$ cat src/hdl/hret_pkg.sv
// Shared widths, constants and controller/datapath handshake types for the
// histogram rebinning block. Depends on nothing; every other file uses it.
package hret_pkg;

   // Field widths of the input word, the result word and the register.
   localparam int CONTENT_W = 32;
   localparam int ERROR_W   = 16;
   localparam int EDGE_W    = 32;
   localparam int SUM_W     = 38;
   localparam int ROOT_W    = 19;
   localparam int CFG_W     = 7;

   // Group size after reset.
   localparam logic [CFG_W-1:0] CFG_RESET = 7'd5;

   // Commands from the controller to the datapath.
   typedef struct packed {
      logic take;   // latch the accepted input word
      logic accum;  // add the latched bin into the running group
      logic shift;  // trim, emit the held bin and hold the new coarse bin
      logic flush;  // emit the held bin as last and clear the stream
   } cmd_type;

   // Status from the datapath to the controller.
   typedef struct packed {
      logic group_done;  // the latched bin completes a group
      logic last;        // the latched bin ends the histogram
      logic held_valid;  // a coarse bin is held back
      logic out_free;    // the result register can take a word this cycle
      logic root_done;   // the square root unit has finished
   } status_type;

endpackage

$ cat src/hdl/hret_if.sv
// Channel interfaces for the histogram rebinning block: fine bins in,
// coarse bins out and the group size write port. Depends on hret_pkg.

interface hret_req_if;
   logic                            valid;
   logic                            ready;
   logic [hret_pkg::CONTENT_W-1:0]  fine_content;
   logic [hret_pkg::ERROR_W-1:0]    fine_error;
   logic [hret_pkg::EDGE_W-1:0]     fine_low_edge;
   logic [hret_pkg::EDGE_W-1:0]     fine_up_edge;
   logic                            fine_last;

   modport source (output valid, fine_content, fine_error, fine_low_edge, fine_up_edge,
                   fine_last, input ready);
   modport sink (input valid, fine_content, fine_error, fine_low_edge, fine_up_edge,
                 fine_last, output ready);
endinterface

interface hret_rsp_if;
   logic                        valid;
   logic                        ready;
   logic [hret_pkg::SUM_W-1:0]  coarse_content;
   logic [hret_pkg::ROOT_W-1:0] coarse_error;
   logic [hret_pkg::EDGE_W-1:0] coarse_low_edge;
   logic [hret_pkg::EDGE_W-1:0] coarse_up_edge;
   logic                        coarse_last;

   modport source (output valid, coarse_content, coarse_error, coarse_low_edge,
                   coarse_up_edge, coarse_last, input ready);
   modport sink (input valid, coarse_content, coarse_error, coarse_low_edge,
                 coarse_up_edge, coarse_last, output ready);
endinterface

interface hret_csr_if;
   logic                       valid;
   logic                       ready;
   logic [hret_pkg::CFG_W-1:0] data;

   modport source (output valid, data, input ready);
   modport sink (input valid, data, output ready);
endinterface

$ cat src/hdl/hret_sqrt.sv
// Bit-serial floor square root, one result bit per cycle.
// Depends on hret_pkg for the radicand and root widths.
module hret_sqrt (
   input  logic                          clock,
   input  logic                          reset,
   input  logic                          start,
   input  logic [hret_pkg::SUM_W-1:0]    radicand,
   output logic                          done,
   output logic [hret_pkg::ROOT_W-1:0]   root
);

   localparam int RW    = hret_pkg::ROOT_W + 2;
   localparam int STEPW = $clog2(hret_pkg::ROOT_W);
   localparam logic [STEPW-1:0] LAST_STEP = STEPW'(hret_pkg::ROOT_W - 1);

   logic                        busy_ff, busy_in;
   logic                        done_ff, done_in;
   logic [STEPW-1:0]            step_ff, step_in;
   logic [hret_pkg::SUM_W-1:0]  rad_ff, rad_in;
   logic [RW-1:0]               rem_ff, rem_in;
   logic [hret_pkg::ROOT_W-1:0] root_ff, root_in;

   logic [RW-1:0] rem_shift;
   logic [RW-1:0] trial;

   // One digit step: bring in two radicand bits and try the next root bit.
   always_comb begin
      rem_shift = {rem_ff[RW-3:0], rad_ff[hret_pkg::SUM_W-1 -: 2]};
      trial     = {root_ff, 2'b01};
      busy_in   = busy_ff;
      done_in   = 1'b0;
      step_in   = step_ff;
      rad_in    = rad_ff;
      rem_in    = rem_ff;
      root_in   = root_ff;
      if (start) begin
         busy_in = 1'b1;
         step_in = '0;
         rad_in  = radicand;
         rem_in  = '0;
         root_in = '0;
      end else if (busy_ff) begin
         rad_in = {rad_ff[hret_pkg::SUM_W-3:0], 2'b00};
         if (rem_shift >= trial) begin
            rem_in  = rem_shift - trial;
            root_in = {root_ff[hret_pkg::ROOT_W-2:0], 1'b1};
         end else begin
            rem_in  = rem_shift;
            root_in = {root_ff[hret_pkg::ROOT_W-2:0], 1'b0};
         end
         step_in = step_ff + STEPW'(1);
         if (step_ff == LAST_STEP) begin
            busy_in = 1'b0;
            done_in = 1'b1;
         end
      end
   end

   // Control flags reset; the working values need none.
   always_ff @(posedge clock) begin
      if (reset) begin
         busy_ff <= 1'b0;
         done_ff <= 1'b0;
      end else begin
         busy_ff <= busy_in;
         done_ff <= done_in;
      end
      step_ff <= step_in;
      rad_ff  <= rad_in;
      rem_ff  <= rem_in;
      root_ff <= root_in;
   end

   assign done = done_ff;
   assign root = root_ff;

endmodule

$ cat src/hdl/hret_datapath.sv
// Datapath of the histogram rebinning block: input latch, group sums, held
// coarse bin, edge trimming and the result register. Depends on hret_pkg
// and hret_sqrt.
module hret_datapath #(
   parameter int MAX_GROUP = 64
) (
   input  logic                             clock,
   input  logic                             reset,
   input  hret_pkg::cmd_type                cmd,
   output hret_pkg::status_type             status,
   input  logic                             csr_valid,
   input  logic [hret_pkg::CFG_W-1:0]       csr_data,
   input  logic [hret_pkg::CONTENT_W-1:0]   fine_content,
   input  logic [hret_pkg::ERROR_W-1:0]     fine_error,
   input  logic [hret_pkg::EDGE_W-1:0]      fine_low_edge,
   input  logic [hret_pkg::EDGE_W-1:0]      fine_up_edge,
   input  logic                             fine_last,
   input  logic                             rsp_ready,
   output logic                             rsp_valid,
   output logic [hret_pkg::SUM_W-1:0]       coarse_content,
   output logic [hret_pkg::ROOT_W-1:0]      coarse_error,
   output logic [hret_pkg::EDGE_W-1:0]      coarse_low_edge,
   output logic [hret_pkg::EDGE_W-1:0]      coarse_up_edge,
   output logic                             coarse_last
);

   localparam int CW   = $clog2(MAX_GROUP + 1);
   localparam int CMPW = (CW > hret_pkg::CFG_W) ? CW : hret_pkg::CFG_W;
   localparam int SW   = hret_pkg::SUM_W;

   typedef enum logic [1:0] {
      TRIM_SEEK_FIRST = 2'd0,
      TRIM_SEEK_ZERO  = 2'd1,
      TRIM_DONE       = 2'd2
   } trim_phase_type;

   // Group size register.
   logic [hret_pkg::CFG_W-1:0] size_ff, size_in;

   // Latched input word.
   logic [hret_pkg::CONTENT_W-1:0] in_content_ff, in_content_in;
   logic [hret_pkg::ERROR_W-1:0]   in_error_ff, in_error_in;
   logic [hret_pkg::EDGE_W-1:0]    in_low_ff, in_low_in;
   logic [hret_pkg::EDGE_W-1:0]    in_up_ff, in_up_in;
   logic                           in_last_ff, in_last_in;

   // Running group.
   logic [CW-1:0]               count_ff, count_in;
   logic [SW-1:0]               csum_ff, csum_in;
   logic [SW-1:0]               esum_ff, esum_in;
   logic [hret_pkg::EDGE_W-1:0] start_edge_ff, start_edge_in;

   // Completed group waiting for its root.
   logic [SW-1:0]               new_content_ff, new_content_in;
   logic [hret_pkg::EDGE_W-1:0] new_low_ff, new_low_in;
   logic [hret_pkg::EDGE_W-1:0] new_up_ff, new_up_in;

   // Held coarse bin and trim state.
   logic                         held_valid_ff, held_valid_in;
   logic [SW-1:0]                held_content_ff, held_content_in;
   logic [hret_pkg::ROOT_W-1:0]  held_error_ff, held_error_in;
   logic [hret_pkg::EDGE_W-1:0]  held_low_ff, held_low_in;
   logic [hret_pkg::EDGE_W-1:0]  held_up_ff, held_up_in;
   trim_phase_type               phase_ff, phase_in;

   // Result register.
   logic                         out_valid_ff, out_valid_in;
   logic [SW-1:0]                out_content_ff, out_content_in;
   logic [hret_pkg::ROOT_W-1:0]  out_error_ff, out_error_in;
   logic [hret_pkg::EDGE_W-1:0]  out_low_ff, out_low_in;
   logic [hret_pkg::EDGE_W-1:0]  out_up_ff, out_up_in;
   logic                         out_last_ff, out_last_in;

   logic [CMPW-1:0]                  size_ext;
   logic [CMPW-1:0]                  size_eff;
   logic [CMPW-1:0]                  count_inc;
   logic                             group_done;
   logic [2*hret_pkg::ERROR_W-1:0]   err_sq;
   logic [SW:0]                      csum_add;
   logic [SW:0]                      esum_add;
   logic [SW-1:0]                    csum_sat;
   logic [SW-1:0]                    esum_sat;
   logic                             root_start;
   logic                             root_done;
   logic [hret_pkg::ROOT_W-1:0]      root_val;
   logic                             out_free;
   logic                             emit;
   logic                             zero_held;

   // Effective group size: zero counts as one, large values clamp.
   always_comb begin
      size_ext = CMPW'(size_ff);
      if (size_ff == '0) begin
         size_eff = CMPW'(1);
      end else if (size_ext > CMPW'(MAX_GROUP)) begin
         size_eff = CMPW'(MAX_GROUP);
      end else begin
         size_eff = size_ext;
      end
      count_inc  = CMPW'(count_ff) + CMPW'(1);
      group_done = (count_inc >= size_eff);
   end

   // Saturating sums of content and squared error.
   always_comb begin
      err_sq   = in_error_ff * in_error_ff;
      csum_add = {1'b0, csum_ff} + (SW + 1)'(in_content_ff);
      esum_add = {1'b0, esum_ff} + (SW + 1)'(err_sq);
      csum_sat = csum_add[SW] ? {SW{1'b1}} : csum_add[SW-1:0];
      esum_sat = esum_add[SW] ? {SW{1'b1}} : esum_add[SW-1:0];
   end

   assign root_start = cmd.accum & group_done;
   assign out_free   = ~out_valid_ff | rsp_ready;
   assign emit       = (cmd.shift | cmd.flush) & held_valid_ff;
   // The held bin just before the first zero bin after trimming starts is zeroed.
   assign zero_held  = (phase_ff == TRIM_SEEK_ZERO) && (new_content_ff == '0);

   hret_sqrt u_sqrt (
      .clock    (clock),
      .reset    (reset),
      .start    (root_start),
      .radicand (esum_sat),
      .done     (root_done),
      .root     (root_val)
   );

   // Next-state logic for all datapath registers.
   always_comb begin
      size_in         = csr_valid ? csr_data : size_ff;
      in_content_in   = in_content_ff;
      in_error_in     = in_error_ff;
      in_low_in       = in_low_ff;
      in_up_in        = in_up_ff;
      in_last_in      = in_last_ff;
      count_in        = count_ff;
      csum_in         = csum_ff;
      esum_in         = esum_ff;
      start_edge_in   = start_edge_ff;
      new_content_in  = new_content_ff;
      new_low_in      = new_low_ff;
      new_up_in       = new_up_ff;
      held_valid_in   = held_valid_ff;
      held_content_in = held_content_ff;
      held_error_in   = held_error_ff;
      held_low_in     = held_low_ff;
      held_up_in      = held_up_ff;
      phase_in        = phase_ff;
      out_valid_in    = out_valid_ff & ~rsp_ready;
      out_content_in  = out_content_ff;
      out_error_in    = out_error_ff;
      out_low_in      = out_low_ff;
      out_up_in       = out_up_ff;
      out_last_in     = out_last_ff;

      // Latch the accepted word.
      if (cmd.take) begin
         in_content_in = fine_content;
         in_error_in   = fine_error;
         in_low_in     = fine_low_edge;
         in_up_in      = fine_up_edge;
         in_last_in    = fine_last;
      end

      // Add the bin to the group; a finished group moves to the new-bin slot.
      if (cmd.accum) begin
         if (group_done) begin
            count_in       = '0;
            csum_in        = '0;
            esum_in        = '0;
            new_content_in = csum_sat;
            new_low_in     = (count_ff == '0) ? in_low_ff : start_edge_ff;
            new_up_in      = in_up_ff;
         end else begin
            count_in = CW'(count_inc);
            csum_in  = csum_sat;
            esum_in  = esum_sat;
            if (count_ff == '0) begin
               start_edge_in = in_low_ff;
            end
         end
      end

      // Emit the held bin, zeroed if it precedes the first zero bin.
      if (emit) begin
         out_valid_in   = 1'b1;
         out_content_in = (cmd.shift && zero_held) ? '0 : held_content_ff;
         out_error_in   = held_error_ff;
         out_low_in     = held_low_ff;
         out_up_in      = held_up_ff;
         out_last_in    = cmd.flush;
      end

      // Hold the new coarse bin and step the trim phase.
      if (cmd.shift) begin
         held_valid_in   = 1'b1;
         held_content_in = new_content_ff;
         held_error_in   = root_val;
         held_low_in     = new_low_ff;
         held_up_in      = new_up_ff;
         case (phase_ff)
            TRIM_SEEK_FIRST: begin
               if (new_content_ff != '0) begin
                  held_content_in = '0;
                  phase_in        = TRIM_SEEK_ZERO;
               end
            end
            TRIM_SEEK_ZERO: begin
               if (new_content_ff == '0) begin
                  phase_in = TRIM_DONE;
               end
            end
            default: begin
               phase_in = phase_ff;
            end
         endcase
      end

      // End of histogram: the stream state goes back to its reset values.
      if (cmd.flush) begin
         count_in      = '0;
         csum_in       = '0;
         esum_in       = '0;
         start_edge_in = '0;
         held_valid_in = 1'b0;
         phase_in      = TRIM_SEEK_FIRST;
      end
   end

   // Control state resets; payload registers load freely.
   always_ff @(posedge clock) begin
      if (reset) begin
         size_ff       <= hret_pkg::CFG_RESET;
         count_ff      <= '0;
         csum_ff       <= '0;
         esum_ff       <= '0;
         start_edge_ff <= '0;
         held_valid_ff <= 1'b0;
         phase_ff      <= TRIM_SEEK_FIRST;
         out_valid_ff  <= 1'b0;
      end else begin
         size_ff       <= size_in;
         count_ff      <= count_in;
         csum_ff       <= csum_in;
         esum_ff       <= esum_in;
         start_edge_ff <= start_edge_in;
         held_valid_ff <= held_valid_in;
         phase_ff      <= phase_in;
         out_valid_ff  <= out_valid_in;
      end
      in_content_ff   <= in_content_in;
      in_error_ff     <= in_error_in;
      in_low_ff       <= in_low_in;
      in_up_ff        <= in_up_in;
      in_last_ff      <= in_last_in;
      new_content_ff  <= new_content_in;
      new_low_ff      <= new_low_in;
      new_up_ff       <= new_up_in;
      held_content_ff <= held_content_in;
      held_error_ff   <= held_error_in;
      held_low_ff     <= held_low_in;
      held_up_ff      <= held_up_in;
      out_content_ff  <= out_content_in;
      out_error_ff    <= out_error_in;
      out_low_ff      <= out_low_in;
      out_up_ff       <= out_up_in;
      out_last_ff     <= out_last_in;
   end

   // Status to the controller.
   always_comb begin
      status.group_done = group_done;
      status.last       = in_last_ff;
      status.held_valid = held_valid_ff;
      status.out_free   = out_free;
      status.root_done  = root_done;
   end

   assign rsp_valid       = out_valid_ff;
   assign coarse_content  = out_content_ff;
   assign coarse_error    = out_error_ff;
   assign coarse_low_edge = out_low_ff;
   assign coarse_up_edge  = out_up_ff;
   assign coarse_last     = out_last_ff;

`ifndef SYNTHESIS
   // A pending result word is never overwritten by a new one.
   a_no_overwrite: assert property (@(posedge clock) disable iff (reset)
      emit |-> out_free)
      else $error("result word overwritten before it was taken");

   // A flush leaves the stream in its reset state.
   a_flush_clears: assert property (@(posedge clock) disable iff (reset)
      cmd.flush |=> (!held_valid_ff && count_ff == '0 && phase_ff == TRIM_SEEK_FIRST))
      else $error("stream state not cleared after flush");

   // The group count never runs past the largest group.
   a_count_range: assert property (@(posedge clock) disable iff (reset)
      1'b1 |-> (CMPW'(count_ff) < CMPW'(MAX_GROUP)))
      else $error("group count out of range");

   // The square root is not started again right after it finishes.
   a_shift_after_root: assert property (@(posedge clock) disable iff (reset)
      root_done |=> !root_start)
      else $error("square root restarted right after finishing");
`endif

endmodule

$ cat src/hdl/hret_ctrl.sv
// Controller of the histogram rebinning block: sequences accept,
// accumulate, square root, emit and flush. Depends on hret_pkg.
module hret_ctrl (
   input  logic                  clock,
   input  logic                  reset,
   input  logic                  req_valid,
   output logic                  req_ready,
   input  hret_pkg::status_type  status,
   output hret_pkg::cmd_type     cmd
);

   typedef enum logic [4:0] {
      ST_IDLE  = 5'b00001,
      ST_ACCUM = 5'b00010,
      ST_ROOT  = 5'b00100,
      ST_SHIFT = 5'b01000,
      ST_FLUSH = 5'b10000
   } state_type;

   state_type state_ff, state_in;
   logic      slot_ok;

   // The held bin can move only when the result register has room.
   assign slot_ok = status.out_free | ~status.held_valid;

   // Next state and commands.
   always_comb begin
      state_in  = state_ff;
      req_ready = 1'b0;
      cmd       = '0;
      case (state_ff)
         ST_IDLE: begin
            req_ready = 1'b1;
            if (req_valid) begin
               cmd.take = 1'b1;
               state_in = ST_ACCUM;
            end
         end
         ST_ACCUM: begin
            cmd.accum = 1'b1;
            if (status.group_done) begin
               state_in = ST_ROOT;
            end else if (status.last) begin
               state_in = ST_FLUSH;
            end else begin
               state_in = ST_IDLE;
            end
         end
         ST_ROOT: begin
            if (status.root_done) begin
               state_in = ST_SHIFT;
            end
         end
         ST_SHIFT: begin
            if (slot_ok) begin
               cmd.shift = 1'b1;
               state_in  = status.last ? ST_FLUSH : ST_IDLE;
            end
         end
         ST_FLUSH: begin
            if (slot_ok) begin
               cmd.flush = 1'b1;
               state_in  = ST_IDLE;
            end
         end
         default: begin
            state_in = ST_IDLE;
         end
      endcase
   end

   // State register.
   always_ff @(posedge clock) begin
      if (reset) begin
         state_ff <= ST_IDLE;
      end else begin
         state_ff <= state_in;
      end
   end

endmodule

$ cat src/hdl/histogram_rebin_edge_trim.sv
// Top level of the histogram rebinning block with quadrature errors and
// edge trimming. Depends on hret_pkg, hret_if, hret_ctrl and hret_datapath.
//
//   channel   direction  word
//   req_bin   in         one fine bin: content, error, edges, last flag
//   rsp_bin   out        one coarse bin: content, error, edges, last flag
//   csr_wr    in         group size, always ready
//
// A fine bin that does not finish a group is accepted and then added.
// One that finishes a group is accepted, added, passes through the 19 square root
// steps in the bit-serial root unit and its done flag, and then hands over
// the held bin; a last bin adds the final flush.
// Reset is synchronous and needs no clearing pass; the group size returns
// to 5. While the result register is full and not taken, the block waits.
module histogram_rebin_edge_trim #(
   parameter int MAX_GROUP = 64
) (
   input  logic        clock,
   input  logic        reset,
   hret_req_if.sink    req_bin,
   hret_rsp_if.source  rsp_bin,
   hret_csr_if.sink    csr_wr
);

   hret_pkg::cmd_type    cmd;
   hret_pkg::status_type status;
   logic                 req_ready;

   // The register is always writable.
   assign csr_wr.ready  = 1'b1;
   assign req_bin.ready = req_ready;

   hret_ctrl u_ctrl (
      .clock     (clock),
      .reset     (reset),
      .req_valid (req_bin.valid),
      .req_ready (req_ready),
      .status    (status),
      .cmd       (cmd)
   );

   hret_datapath #(
      .MAX_GROUP (MAX_GROUP)
   ) u_datapath (
      .clock           (clock),
      .reset           (reset),
      .cmd             (cmd),
      .status          (status),
      .csr_valid       (csr_wr.valid),
      .csr_data        (csr_wr.data),
      .fine_content    (req_bin.fine_content),
      .fine_error      (req_bin.fine_error),
      .fine_low_edge   (req_bin.fine_low_edge),
      .fine_up_edge    (req_bin.fine_up_edge),
      .fine_last       (req_bin.fine_last),
      .rsp_ready       (rsp_bin.ready),
      .rsp_valid       (rsp_bin.valid),
      .coarse_content  (rsp_bin.coarse_content),
      .coarse_error    (rsp_bin.coarse_error),
      .coarse_low_edge (rsp_bin.coarse_low_edge),
      .coarse_up_edge  (rsp_bin.coarse_up_edge),
      .coarse_last     (rsp_bin.coarse_last)
   );

endmodule
$ cat src/flat_wrapper.sv
// flat-port wrapper written by rule: the top's interface ports become plain ports
module histogram_rebin_edge_trim_flat 
#(
   parameter int MAX_GROUP = 64
)
  (clock, reset, req_bin_valid, req_bin_fine_content, req_bin_fine_error, req_bin_fine_low_edge, req_bin_fine_up_edge, req_bin_fine_last, req_bin_ready, rsp_bin_valid, rsp_bin_coarse_content, rsp_bin_coarse_error, rsp_bin_coarse_low_edge, rsp_bin_coarse_up_edge, rsp_bin_coarse_last, rsp_bin_ready, csr_wr_valid, csr_wr_data, csr_wr_ready);
  hret_req_if req_bin_i ();
  hret_rsp_if rsp_bin_i ();
  hret_csr_if csr_wr_i ();
  input  logic clock;
  input  logic reset;
  input wire logic [$bits(req_bin_i.valid)-1:0] req_bin_valid;
  input wire logic [$bits(req_bin_i.fine_content)-1:0] req_bin_fine_content;
  input wire logic [$bits(req_bin_i.fine_error)-1:0] req_bin_fine_error;
  input wire logic [$bits(req_bin_i.fine_low_edge)-1:0] req_bin_fine_low_edge;
  input wire logic [$bits(req_bin_i.fine_up_edge)-1:0] req_bin_fine_up_edge;
  input wire logic [$bits(req_bin_i.fine_last)-1:0] req_bin_fine_last;
  output wire logic [$bits(req_bin_i.ready)-1:0] req_bin_ready;
  output wire logic [$bits(rsp_bin_i.valid)-1:0] rsp_bin_valid;
  output wire logic [$bits(rsp_bin_i.coarse_content)-1:0] rsp_bin_coarse_content;
  output wire logic [$bits(rsp_bin_i.coarse_error)-1:0] rsp_bin_coarse_error;
  output wire logic [$bits(rsp_bin_i.coarse_low_edge)-1:0] rsp_bin_coarse_low_edge;
  output wire logic [$bits(rsp_bin_i.coarse_up_edge)-1:0] rsp_bin_coarse_up_edge;
  output wire logic [$bits(rsp_bin_i.coarse_last)-1:0] rsp_bin_coarse_last;
  input wire logic [$bits(rsp_bin_i.ready)-1:0] rsp_bin_ready;
  input wire logic [$bits(csr_wr_i.valid)-1:0] csr_wr_valid;
  input wire logic [$bits(csr_wr_i.data)-1:0] csr_wr_data;
  output wire logic [$bits(csr_wr_i.ready)-1:0] csr_wr_ready;
  assign req_bin_i.valid = req_bin_valid;
  assign req_bin_i.fine_content = req_bin_fine_content;
  assign req_bin_i.fine_error = req_bin_fine_error;
  assign req_bin_i.fine_low_edge = req_bin_fine_low_edge;
  assign req_bin_i.fine_up_edge = req_bin_fine_up_edge;
  assign req_bin_i.fine_last = req_bin_fine_last;
  assign req_bin_ready = req_bin_i.ready;
  assign rsp_bin_valid = rsp_bin_i.valid;
  assign rsp_bin_coarse_content = rsp_bin_i.coarse_content;
  assign rsp_bin_coarse_error = rsp_bin_i.coarse_error;
  assign rsp_bin_coarse_low_edge = rsp_bin_i.coarse_low_edge;
  assign rsp_bin_coarse_up_edge = rsp_bin_i.coarse_up_edge;
  assign rsp_bin_coarse_last = rsp_bin_i.coarse_last;
  assign rsp_bin_i.ready = rsp_bin_ready;
  assign csr_wr_i.valid = csr_wr_valid;
  assign csr_wr_i.data = csr_wr_data;
  assign csr_wr_ready = csr_wr_i.ready;
  histogram_rebin_edge_trim #(.MAX_GROUP(MAX_GROUP)) u_core (.clock(clock), .reset(reset), .req_bin(req_bin_i), .rsp_bin(rsp_bin_i), .csr_wr(csr_wr_i));
endmodule
$ cat config.mk
export PLATFORM = sky130hd
export DESIGN_NAME = histogram_rebin_edge_trim_flat
export DESIGN_NICKNAME = d
export VERILOG_FILES = /design/src/hdl/hret_pkg.sv /design/src/hdl/hret_if.sv /design/src/hdl/hret_sqrt.sv /design/src/hdl/hret_datapath.sv /design/src/hdl/hret_ctrl.sv /design/src/hdl/histogram_rebin_edge_trim.sv /design/src/flat_wrapper.sv
export SDC_FILE = /design/constraint.sdc
export NUM_CORES = 1
export LEC_CHECK = 0
export BUFFER_PORTS_ARGS = -buffer_cell sky130_fd_sc_hd__clkbuf_2
export CELL_PAD_IN_SITES_DETAIL_PLACEMENT = 1
export CELL_PAD_IN_SITES_GLOBAL_PLACEMENT = 2
export CORE_UTILIZATION = 30
export DETAILED_ROUTE_END_ITERATION = 8
export GPL_TIMING_DRIVEN = 1
export PLACE_DENSITY_LB_ADDON = 0.1
export SLEW_MARGIN = 10
export SYNTH_ARGS = -nofsm -noshare
export SYNTH_HDL_FRONTEND = slang
export SYNTH_SLANG_ARGS = --single-unit
$ cat constraint.sdc
create_clock -name clock -period 6.8 [get_ports clock]
set_input_delay 0.34 -clock clock [delete_from_list [all_inputs] [get_ports clock]]
set_output_delay 0.34 -clock clock [all_outputs]
set_load 0.01 [all_outputs]
==> metrics.log, run 1 <==
[metrics] outcome: completed
[metrics] transition time at the pin with the least slew margin: between 1 and 1.5 ns
[metrics] clock tree from TritonCTS: yes
[metrics] antenna viol nets, final: 0
[metrics] number of different library cells in the post-synthesis netlist: 77
[metrics] wire length of the first global-routing pass: about 140 mm
[metrics] worst setup slack after layout: between 0.2 and 0.3 ns
[metrics] count of final hold-check violations: 0
[metrics] setup slack, reg-to-reg: between 0.2 and 0.3 ns
[metrics] remaining routing DRC violations: 0
[metrics] Core ar.: approximately 110000 µm²
[metrics] Yosys reg bits: about 670
[metrics] post-route minimum period: about 6.5 ns
[metrics] Initial DRC Count: 896
[metrics] setup-violating endpoint count in the final report: 0
[metrics] sequential share of the synthesized area: 0.527
[metrics] first-pass iteration count of the detailed router: 4
[metrics] clock input transition at the sequential cells of the worst setup and hold paths: ~0.060 ns
[metrics] DRT Wirelength: just over 90 mm
[metrics] critical path start-end classification: reg2reg
[metrics] data required time at the worst endpoint: ~7 ns
[metrics] buffer levels on the longest clock path: 3
[metrics] dominant cells by area after synthesis: sky130_fd_sc_hd__edfxtp_1 (43%), sky130_fd_sc_hd__fa_1 (11%), sky130_fd_sc_hd__dfxtp_1 (10%)
[metrics] cell row count: ~120
[metrics] hold worst-path end: u_core.u_datapath.size_ext[2]
[metrics] slowest library cell on the worst path: sky130_fd_sc_hd__or4_4
[metrics] leading area contributor after synthesis: sky130_fd_sc_hd__edfxtp_1
[metrics] worst reg2reg path startpoint: u_core.u_datapath.in_error_ff[6]
[metrics] antenna violations before repair: 1
[metrics] syn_nets: 3461
[metrics] top achievable clock speed: around 150 MHz
[metrics] Top-Level Pins: between 200 and 300
[metrics] most common cell after layout, fill and taps aside: sky130_fd_sc_hd__edfxtp_1
[metrics] total of max-cap violations: 0
[metrics] commonest non-fill, non-tap cells in the layout: sky130_fd_sc_hd__edfxtp_1 (496), sky130_fd_sc_hd__inv_1 (410), sky130_fd_sc_hd__clkbuf_2 (248), sky130_fd_sc_hd__nand2_1 (228), sky130_fd_sc_hd__fa_1 (195)
[metrics] RSZ-0062 raised after global routing: true
[metrics] GRT Total Usage: 0.159
[metrics] via count of the first global-routing pass: between 20000 and 25000
[metrics] number of filler cells placed in the layout: approximately 12000
[metrics] via density per instance: approximately 4.6
[metrics] clk sink count: around 670
[metrics] Port Buffer Count: 248
[metrics] maximum fanout count along the critical path: 7
[metrics] clock network latency to the later pin of the worst-skew pair: 0.66 ns
[metrics] number of slew-limit violations in the final report: 0
[metrics] arrival time worst endpoint: 6.89 ns
[metrics] average size of a mapped cell: between 10 and 15 µm²
[metrics] CTS buffer count: ~80
[metrics] share of flip-flops with an asynchronous set or reset: 0
[metrics] post-place instance area: roughly 38000 µm²
[metrics] ordered cell list for the critical path: buf_4 > nand2_1 > inv_1 > fa_1 > inv_1 > fa_1 > inv_1 > ha_1 > fa_1 > inv_1 > fa_1 > inv_1 > fa_1 > ha_1 > o21ai_2 > o21bai_1 > o31a_1 > o2111a_2 > o2111ai_4 > a21oi_2 > or4_4 > mux2_4
[metrics] post-route clock period utilization: 0.956
[metrics] final layout net count: 3890
[metrics] DP HPWL: between 60 and 70 mm
[metrics] die extent in y: ~340 µm
[metrics] final cell area excluding filler cells: between 40000 and 50000 µm²
[metrics] sequential cell area: 18400 µm²
[metrics] routability congestion estimate from global placement: approximately 0.8
[metrics] largest net degree at the start of global routing: 80
[metrics] via count: around 23000
[metrics] buffer cell driving the clock tree root: sky130_fd_sc_hd__clkbuf_16
[metrics] Horiz. Die Dim: between 300 and 400 µm
[metrics] Cells on Worst Hold Path: 2
[metrics] Initial Utilization: 0.304
[metrics] hold wc startpoint: csr_wr_valid
[metrics] die area: approximately 120000 µm²
[metrics] layout cell share with drive strength beyond 1: 0.155
[metrics] number of warnings printed during yosys synthesis: 0
[metrics] critical path's largest stage delay: about 0.55 ns
[metrics] Tightest Hold Check Type: in2reg
[metrics] Synth-to-Final Area Change: 21.2%
[metrics] max_slew headroom: 0.275
[metrics] nature of the critical path startpoint: flip-flop
[metrics] worst-case setup slack after placement: -0.0526 ns
[metrics] Post-synth EDFFs: roughly 500
[metrics] critical path endpoint category: flip-flop
[metrics] Synth Instances: ~3000
[metrics] worst reg2reg path endpoint: u_core.u_datapath.u_sqrt.rad_ff[17]
[metrics] most common flop cell mapped by yosys: sky130_fd_sc_hd__edfxtp_1
[metrics] area of the mapped netlist: ~35000 µm²
[metrics] overflow left after global routing: 0
[metrics] depth of the most critical reg-to-reg path: 22
[metrics] clock skew after layout: ~0.032 ns
[metrics] portion of synthesized cell area occupied by the leading cell type: 0.426
[metrics] level count of the clock H-tree: 3
[metrics] combined area of the multi-input logic cells: 14700 µm²
[metrics] mean routed wirelength per cell: ~19 µm
worst max-delay path by stage:
stage	cells after the start	start	end	slack, ns
2_1_floorplan	4	u_core.u_ctrl.state_ff[1]	u_core.u_datapath.coarse_content[0]	0.16
3_3_place_gp	22	u_core.u_datapath.in_error_ff[7]	u_core.u_datapath.u_sqrt.rad_ff[37]	-0.12
5_1_grt	22	u_core.u_datapath.in_error_ff[3]	u_core.u_datapath.u_sqrt.rad_ff[37]	-0.06
4_1_cts	22	u_core.u_datapath.in_error_ff[7]	u_core.u_datapath.u_sqrt.rad_ff[37]	0.008
6_report	22	u_core.u_datapath.in_error_ff[6]	u_core.u_datapath.u_sqrt.rad_ff[17]	0.30
3_5_place_dp	22	u_core.u_datapath.in_error_ff[7]	u_core.u_datapath.u_sqrt.rad_ff[37]	-0.05
critical path: cells and delay by family (launching register included):
kind	cells	cell delay [ns]
mux	1	0.27
compound gates	6	1.20
flops	1	0.49
fa+ha+maj	7	3.16
simple gates	2	0.65
buf+inv	6	0.48
state kept, by name (all words and copies together) (netlist names), 7 cells and up:
signal / cells
u_core.u_datapath.coarse_content: 38
u_core.u_datapath.coarse_error: 19
u_core.u_datapath.coarse_low_edge: 32
u_core.u_datapath.coarse_up_edge: 32
u_core.u_datapath.count_ff: 7
u_core.u_datapath.csum_ff: 38
u_core.u_datapath.esum_ff: 38
u_core.u_datapath.held_content_ff: 38
u_core.u_datapath.held_error_ff: 19
u_core.u_datapath.held_low_ff: 32
u_core.u_datapath.held_up_ff: 32
u_core.u_datapath.in_content_ff: 32
u_core.u_datapath.in_error_ff: 16
u_core.u_datapath.in_low_ff: 32
u_core.u_datapath.in_up_ff: 32
u_core.u_datapath.new_content_ff: 38
u_core.u_datapath.new_low_ff: 32
u_core.u_datapath.new_up_ff: 32
u_core.u_datapath.size_ext: 7
u_core.u_datapath.start_edge_ff: 32
u_core.u_datapath.u_sqrt.rad_ff: 38
u_core.u_datapath.u_sqrt.rem_ff: 19
u_core.u_datapath.u_sqrt.root: 19
layout make-up:
class	count	area share
Sequential cell	672	0.435
Tap cell	1512	0.0447
Multi-Input combinational cell	1778	0.346
Antenna cell	1	0.0000591
Inverter	411	0.0365
Clock inverter	38	0.0122
Timing Repair Buffer	456	0.0741
Clock buffer	113	0.0517
metrics by stage:
| step | instances | setup TNS, ns | hold WS (ns) | utilization |
|---|---|---|---|---|
| finish | 4981 | 0 | 0.0938 | 0.368 |
| CTS | 4974 | 0 | 0.0412 | 0.367 |
| floorplan | 2971 | 0 | 0.400 | - |
| global placement | 4702 | -0.119 | 0.400 | 0.333 |
| detailed placement | 4702 | -0.0526 | 0.405 | 0.333 |
| global route | 4981 | -0.106 | 0.103 | 0.368 |
synthesized netlist by cell type (all sizes together), types with 15 or more instances:
cell / instances
inv: 411
nor2b: 60
o22ai: 17
o211ai: 15
xnor2: 44
mux2: 38
a22o: 31
nand4: 21
nand2b: 20
ha: 170
o21a: 20
and2: 80
mux2i: 69
buf: 19
nor2: 180
a21oi: 143
o21ai: 135
edfxtp: 496
a21o: 39
nor3: 31
dfxtp: 176
xor2: 29
and3: 15
fa: 195
a211oi: 17
clkbuf: 91
nand3: 31
nand2: 229
cells by family after synthesis:
| group | after synthesis | synth area share |
|---|---|---|
| xor gates and xnor gates | 73 | 0.0183 |
| other | 1 | 0.000107 |
| buffers and inverters | 521 | 0.0565 |
| AOI/OAI and AO/OA | 513 | 0.0947 |
| DFF | 672 | 0.527 |
| adders and majority gates | 365 | 0.173 |
| muxes | 107 | 0.0321 |
| and+or+nand+nor | 719 | 0.0985 |
per-layer routing:
layer,vias to the layer above,share of wire,global-route usage
met4,0,0.024,0.0470
li1,11100,-,-
met1,11400,0.49,0.221
met5,-,0,0
met2,327,0.45,0.256
met3,110,0.030,0.0216
timing repair:
action	in CTS	in global routing
pin swaps	0	4
resized for setup	1	19
buffers inserted	0	6
hold buffers	121	0
hold endpoints to repair	121	0
endpoints found under the setup margin	1	43
Power of run 1 is left out: the tool's default activity adds up to more than one toggle a clock period on the data nets, which glitch-free logic cannot reach.
==> run 2, diff against run 1 <==
RECOVER_POWER = 50   (was unset)
==> metrics.log, run 2 (synthesis gave the netlist of run 1 again) <==
[metrics] top achievable clock speed: 154 MHz (about the same)
[metrics] Horiz. Die Dim: 343 µm (unchanged)
[metrics] Top-Level Pins: 250 (unchanged)
[metrics] worst setup slack after layout: 0.294 ns (-0.00193 ns)
[metrics] critical path's largest stage delay: 0.55 ns (about the same)
[metrics] nature of the critical path startpoint: flip-flop
[metrics] beginning of the critical path: u_core.u_datapath.in_error_ff[6]
[metrics] overflow left after global routing: 0 (unchanged)
[metrics] arrival time worst endpoint: 6.89 ns (about the same)
[metrics] RSZ-0062 raised after global routing: true
[metrics] end-of-flow core utilization: 0.366 (-0.00202)
[metrics] cell type group with the largest total delay on the critical path: adder cells
[metrics] clock network latency to the later pin of the worst-skew pair: 0.66 ns (about the same)
[metrics] data required time at the worst endpoint: 7.19 ns (about the same)
[metrics] clock tree from TritonCTS: yes
[metrics] met2 WL: 42.5 mm (about the same)
[metrics] final layout net count: 3890 (unchanged)
[metrics] worst-case setup slack after placement: -0.0526 ns (unchanged)
[metrics] sum of buffers and inverters on the critical path: 6 (unchanged)
[metrics] first-pass iteration count of the detailed router: 4 (unchanged)
[metrics] Finished Layout Cells: 4982 (+0.020%)
[metrics] maximum fanout count along the critical path: 7 (unchanged)
[metrics] clk sink count: 672 (unchanged)
[metrics] wire length of the first global-routing pass: 145 mm (unchanged)
[metrics] placed cell count: 4702 (unchanged)
[metrics] Initial Utilization: 0.304 (unchanged)
[metrics] number of filler cells placed in the layout: 12500 (+0.34%)
[metrics] slowest library cell on the worst path: sky130_fd_sc_hd__or4_4
[metrics] CTS buffer count: 81 (unchanged)
[metrics] via density per instance: 4.61 (+0.16%)
[metrics] number of slew-limit violations in the final report: 285 (+285)
[metrics] mean routed wirelength per cell: 18.8 µm (+0.15%)
[metrics] GRT Total Usage: 0.159 (unchanged)
[metrics] Port Buffer Count: 248 (unchanged)
[metrics] antenna violations before repair: 1 (unchanged)
[metrics] level count of the clock H-tree: 3 (unchanged)
[metrics] DR top layer: met4
[metrics] ordered cell list for the critical path: buf_4 > nand2_1 > inv_1 > fa_1 > inv_1 > fa_1 > inv_1 > ha_1 > fa_1 > inv_1 > fa_1 > inv_1 > fa_1 > ha_1 > o21ai_2 > o21bai_1 > o31a_1 > o2111a_2 > o2111ai_4 > a21oi_2 > or4_4 > mux2_4
[metrics] critical path start-end classification: reg2reg
[metrics] Synth-to-Final Area Change: 20.6%
[metrics] hold wc startpoint: csr_wr_valid
[metrics] critical path endpoint category: flip-flop
[metrics] via count: 23000 (+0.18%)
[metrics] post-route minimum period: 6.51 ns (+0.00193 ns)
[metrics] post-route clock period utilization: 0.957 (about the same)
[metrics] DRT Wirelength: 93.6 mm (+0.17%)
[metrics] count of final hold-check violations: 0 (unchanged)
[metrics] worst reg2reg path startpoint: u_core.u_datapath.in_error_ff[6]
[metrics] Core ar.: 115000 µm² (unchanged)
[metrics] layout cell share with drive strength beyond 1: 0.103 (-0.0528)
[metrics] buffer cell driving the clock tree root: sky130_fd_sc_hd__clkbuf_16
[metrics] die extent in y: 343 µm (unchanged)
[metrics] total length of routed met3 wires: 2.77 mm (-0.40%)
[metrics] largest net degree at the start of global routing: 80 (unchanged)
[metrics] violations in the final reports: capacitance limit, slew limit
[metrics] clock input transition at the sequential cells of the worst setup and hold paths: 0.06 ns (about the same)
[metrics] Initial DRC Count: 867 (-3.2%)
[metrics] DP HPWL: 68.6 mm (unchanged)
[metrics] via count of the first global-routing pass: 24700 (unchanged)
[metrics] total of max-cap violations: 7 (+7)
[metrics] transition time at the pin with the least slew margin: 3.21 ns (+2.12 ns)
[metrics] die area: 118000 µm² (unchanged)
[metrics] commonest non-fill, non-tap cells in the layout: sky130_fd_sc_hd__edfxtp_1 (496), sky130_fd_sc_hd__inv_1 (410), sky130_fd_sc_hd__nand2_1 (228), sky130_fd_sc_hd__clkbuf_1 (197), sky130_fd_sc_hd__fa_1 (195)
[metrics] clock skew after layout: 0.0321 ns (+0.000131 ns)
[metrics] buffer levels on the longest clock path: 3 (unchanged)
[metrics] setup-violating endpoint count in the final report: 0 (unchanged)
[metrics] Tightest Hold Check Type: in2reg
[metrics] remaining routing DRC violations: 0 (unchanged)
[metrics] most common cell after layout, fill and taps aside: sky130_fd_sc_hd__edfxtp_1
[metrics] Post-Route Hold Slack: 0.0941 ns (+0.000288 ns)
[metrics] antenna viol nets, final: 0 (unchanged)
[metrics] outcome: finished with violations
[metrics] routability congestion estimate from global placement: 0.797 (unchanged)
[metrics] detailed-route wire length on metal 1: 46.1 mm (+0.25%)
[metrics] cell row count: 124 (unchanged)
[metrics] max_slew headroom: -1.14 (-1.41)
[run 2: changes by cell type in the layout (fill, tap and decap cells not counted), sizes merged]
| cell | previous run | this run |
|---|---|---|
| buf | 87 | 83 |
| diode | 1 | 2 |
| clkbuf | 361 | 365 |
[run 2: worst paths after layout]
check | endpoint | slack (ns) | depth (start not counted)
worst max-delay path | u_core.u_datapath.u_sqrt.rad_ff[17] | 0.29 | 22
worst min-delay path | u_core.u_datapath.size_ext[0] | 0.09 | 2
worst max register to register | u_core.u_datapath.u_sqrt.rad_ff[17] | 0.29 | 22
worst min register to register | u_core.u_datapath.new_up_ff[30] | 0.41 | 0
[run 2: cell type report]
cell class | instances | area (µm²) | area share
sequential | 672 | 18400 | 0.437
multi-input combinational | 1778 | 14600 | 0.347
timing repair buffer | 456 | 2920 | 0.0693
clock buffer | 113 | 2190 | 0.0520
tap | 1512 | 1890 | 0.0449
inverter | 411 | 1550 | 0.0367
clock inverter | 38 | 517 | 0.0123
antenna | 2 | 5.00 | 0.000119
[run 2: stage by stage]
step / cell area (µm²) / setup TNS [ns]
4_1_cts: 42200 / 0
3_3_place_gp: 38300 / -0.119
3_5_place_dp: 38300 / -0.0526
5_1_grt: 42100 / -0.106
6_report: 42100 / 0
2_1_floorplan: 34900 / 0
[run 2: per-layer routing]
layer / track usage / vias up
met1: 0.221 / 11500
met4: 0.0470 / 0
met2: 0.256 / 320
met3: 0.0216 / 112
li1: - / 11100
met5: 0 / -
[run 2: repair_timing]
action,in CTS,in global routing
hold endpoints to repair,121,0
buffers inserted,0,6
cloned,0,0
resized for setup,1,19
setup endpoints to repair,1,43
hold buffers,121,0
pin swaps,0,4
Power of run 2 is left out for the same reason.
==> run 3, diff against run 2 <==
REMOVE_ABC_BUFFERS = 1   (was unset)
==> metrics.log, run 3 (synthesis gave the netlist of run 1 again) <==
[metrics] top achievable clock speed: 152 MHz (-1.0%)
[metrics] wire length of the first global-routing pass: 146 mm (+0.69%)
[metrics] antenna violations before repair: 0 (-1)
[metrics] transition time at the pin with the least slew margin: 5.18 ns (+1.97 ns)
[metrics] ordered cell list for the critical path: buf_6 > nand2_1 > fa_1 > inv_1 > fa_1 > inv_1 > fa_1 > inv_1 > fa_1 > inv_1 > fa_1 > fa_1 > inv_1 > ha_1 > a21o_1 > a21oi_2 > nor2_1 > o32a_1 > a221oi_4 > a21oi_4 > or4_4 > mux2_4
[metrics] end-of-flow core utilization: 0.368 (+0.00190)
[metrics] CTS buffer count: 80 (-1.2%)
[metrics] clk sink count: 672 (unchanged)
[metrics] buffer levels on the longest clock path: 3 (unchanged)
[metrics] commonest non-fill, non-tap cells in the layout: sky130_fd_sc_hd__edfxtp_1 (496), sky130_fd_sc_hd__inv_1 (410), sky130_fd_sc_hd__nand2_1 (226), sky130_fd_sc_hd__fa_1 (195), sky130_fd_sc_hd__dfxtp_1 (175)
[metrics] mean routed wirelength per cell: 19.0 µm (+1.1%)
[metrics] DR top layer: met4
[metrics] Horiz. Die Dim: 343 µm (unchanged)
[metrics] final layout net count: 3887 (-0.077%)
[metrics] die area: 118000 µm² (unchanged)
[metrics] remaining routing DRC violations: 0 (unchanged)
[metrics] clock tree from TritonCTS: yes
[metrics] via count of the first global-routing pass: 25000 (+1.1%)
[metrics] DP HPWL: 68.7 mm (+0.13%)
[metrics] total of max-cap violations: 4 (-3)
[metrics] placed cell count: 4695 (-0.15%)
[metrics] critical path start-end classification: reg2reg
[metrics] clock input transition at the sequential cells of the worst setup and hold paths: 0.07 ns (about the same)
[metrics] critical path's largest stage delay: 0.56 ns (about the same)
[metrics] slowest library cell on the worst path: sky130_fd_sc_hd__or4_4
[metrics] Cells on Worst Hold Path: 2 (unchanged)
[metrics] worst setup slack after layout: 0.227 ns (-0.0675 ns)
[metrics] cell row count: 124 (unchanged)
[metrics] DRT Wirelength: 94.5 mm (+0.96%)
[metrics] layout cell share with drive strength beyond 1: 0.111 (+0.00875)
[metrics] cell seen most often among critical-path stages: sky130_fd_sc_hd__fa_1
[metrics] first-pass iteration count of the detailed router: 4 (unchanged)
[metrics] Port Buffer Count: 248 (unchanged)
[metrics] routability congestion estimate from global placement: 0.795 (-0.30%)
[metrics] Top-Level Pins: 250 (unchanged)
[metrics] worst-case setup slack after placement: -0.133 ns (-0.0802 ns)
[metrics] buffer cell driving the clock tree root: sky130_fd_sc_hd__clkbuf_16
[metrics] total length of routed met3 wires: 3.44 mm (+24%)
[metrics] Tightest Hold Check Type: in2reg
[metrics] detailed-route wire length on metal 1: 45.1 mm (-2.1%)
[metrics] via density per instance: 4.64 (+0.58%)
[metrics] clock skew after layout: 0.0544 ns (+0.0224 ns)
[metrics] number of slew-limit violations in the final report: 275 (-3.5%)
[metrics] GRT Total Usage: 0.160 (+0.00193)
[metrics] nature of the critical path startpoint: flip-flop
[metrics] depth of the most critical reg-to-reg path: 22 (unchanged)
[metrics] largest net degree at the start of global routing: 123 (+54%)
[metrics] number of filler cells placed in the layout: 12500 (+0.056%)
[metrics] count of final hold-check violations: 0 (unchanged)
[metrics] data required time at the worst endpoint: 7.17 ns (-0.02 ns)
[metrics] outcome: finished with violations
[metrics] diode count: 0 (-2)
[metrics] max_slew headroom: -2.45 (-1.31)
[metrics] most common cell after layout, fill and taps aside: sky130_fd_sc_hd__edfxtp_1
[metrics] setup-violating endpoint count in the final report: 0 (unchanged)
[metrics] met2 WL: 43.7 mm (+2.9%)
[metrics] arrival time worst endpoint: 6.95 ns (+0.06 ns)
[metrics] overflow left after global routing: 0 (unchanged)
[metrics] clock network latency to the later pin of the worst-skew pair: 0.67 ns (about the same)
[metrics] die extent in y: 343 µm (unchanged)
[metrics] final cell area excluding filler cells: 42300 µm² (+0.52%)
[metrics] Initial Utilization: 0.304 (unchanged)
[metrics] post-route clock period utilization: 0.967 (+0.00992)
[metrics] Finished Layout Cells: 4977 (-0.10%)
[metrics] post-route minimum period: 6.57 ns (+0.0675 ns)
[metrics] level count of the clock H-tree: 3 (unchanged)
[metrics] setup slack, reg-to-reg: 0.23 ns (-0.07 ns)
[metrics] antenna viol nets, final: 0 (unchanged)
[metrics] Initial DRC Count: 849 (-2.1%)
[metrics] Core ar.: 115000 µm² (unchanged)
[metrics] post-place instance area: 38300 µm² (about the same)
[metrics] Synth-to-Final Area Change: 21.2%
[metrics] RSZ-0062 raised after global routing: true
[metrics] maximum fanout count along the critical path: 8 (+1)
[metrics] critical path endpoint category: flip-flop
[metrics] violations in the final reports: capacitance limit, slew limit
[metrics] via count: 23100 (+0.48%)
[run 3: cell count changes in the layout (fill, tap and decap cells not counted), sizes merged]
cell         previous run  this run
buf                    83        85
bufinv                  8         9
clkbuf                365       343
clkinv                 24        37
clkinvlp                3         7
diode                   2         0
dlygate4sd3           121       120
[run 3: path summary, 6_finish.rpt]
path	startpoint	to
worst min-delay path	csr_wr_valid	u_core.u_datapath.size_ext[2]
worst max-delay path	u_core.u_datapath.in_error_ff[7]	u_core.u_datapath.u_sqrt.rad_ff[17]
worst max register to register	u_core.u_datapath.in_error_ff[7]	u_core.u_datapath.u_sqrt.rad_ff[17]
worst min register to register	u_core.u_datapath.held_error_ff[12]	u_core.u_datapath.coarse_error[12]
[run 3: repair_timing]
item / CTS / global route
buffers inserted: 1 / 11
setup endpoints to repair: 8 / 72
hold buffers: 120 / 0
gates resized for setup: 4 / 47
pin swaps: 0 / 9
endpoints found under the hold margin: 120 / 0
[run 3: critical path: cells and delay by family (launching register included)]
kind            cells  cell delay, ns
flops               1            0.49
compound gates      5            1.18
simple gates        3            0.70
buf+inv             6            0.48
fa+ha+maj           7            3.16
mux                 1            0.27
[run 3: metrics by stage]
step | setup TNS [ns] | hold WS (ns)
global placement | -0.102 | 0.400
global route | -0.0359 | 0.0807
CTS | 0 | 0.0273
detailed placement | -0.155 | 0.405
finish | 0 | 0.0819
floorplan | 0 | 0.400
[run 3: per-layer routing]
metal | vias up | track usage
li1 | 11000 | -
met3 | 124 | 0.0252
met2 | 395 | 0.264
met4 | 0 | 0.0421
met1 | 11500 | 0.220
met5 | - | 0
[run 3: area by class of cell]
class,instances,area (µm²),share of cell area
Clock inverter,56,658,0.0155
Sequential cell,672,18400,0.435
Inverter,411,1550,0.0366
Multi-Input combinational cell,1778,14800,0.349
Tap cell,1512,1890,0.0447
Timing Repair Buffer,454,2930,0.0691
Clock buffer,94,2110,0.0497
Power of run 3 is left out for the same reason.
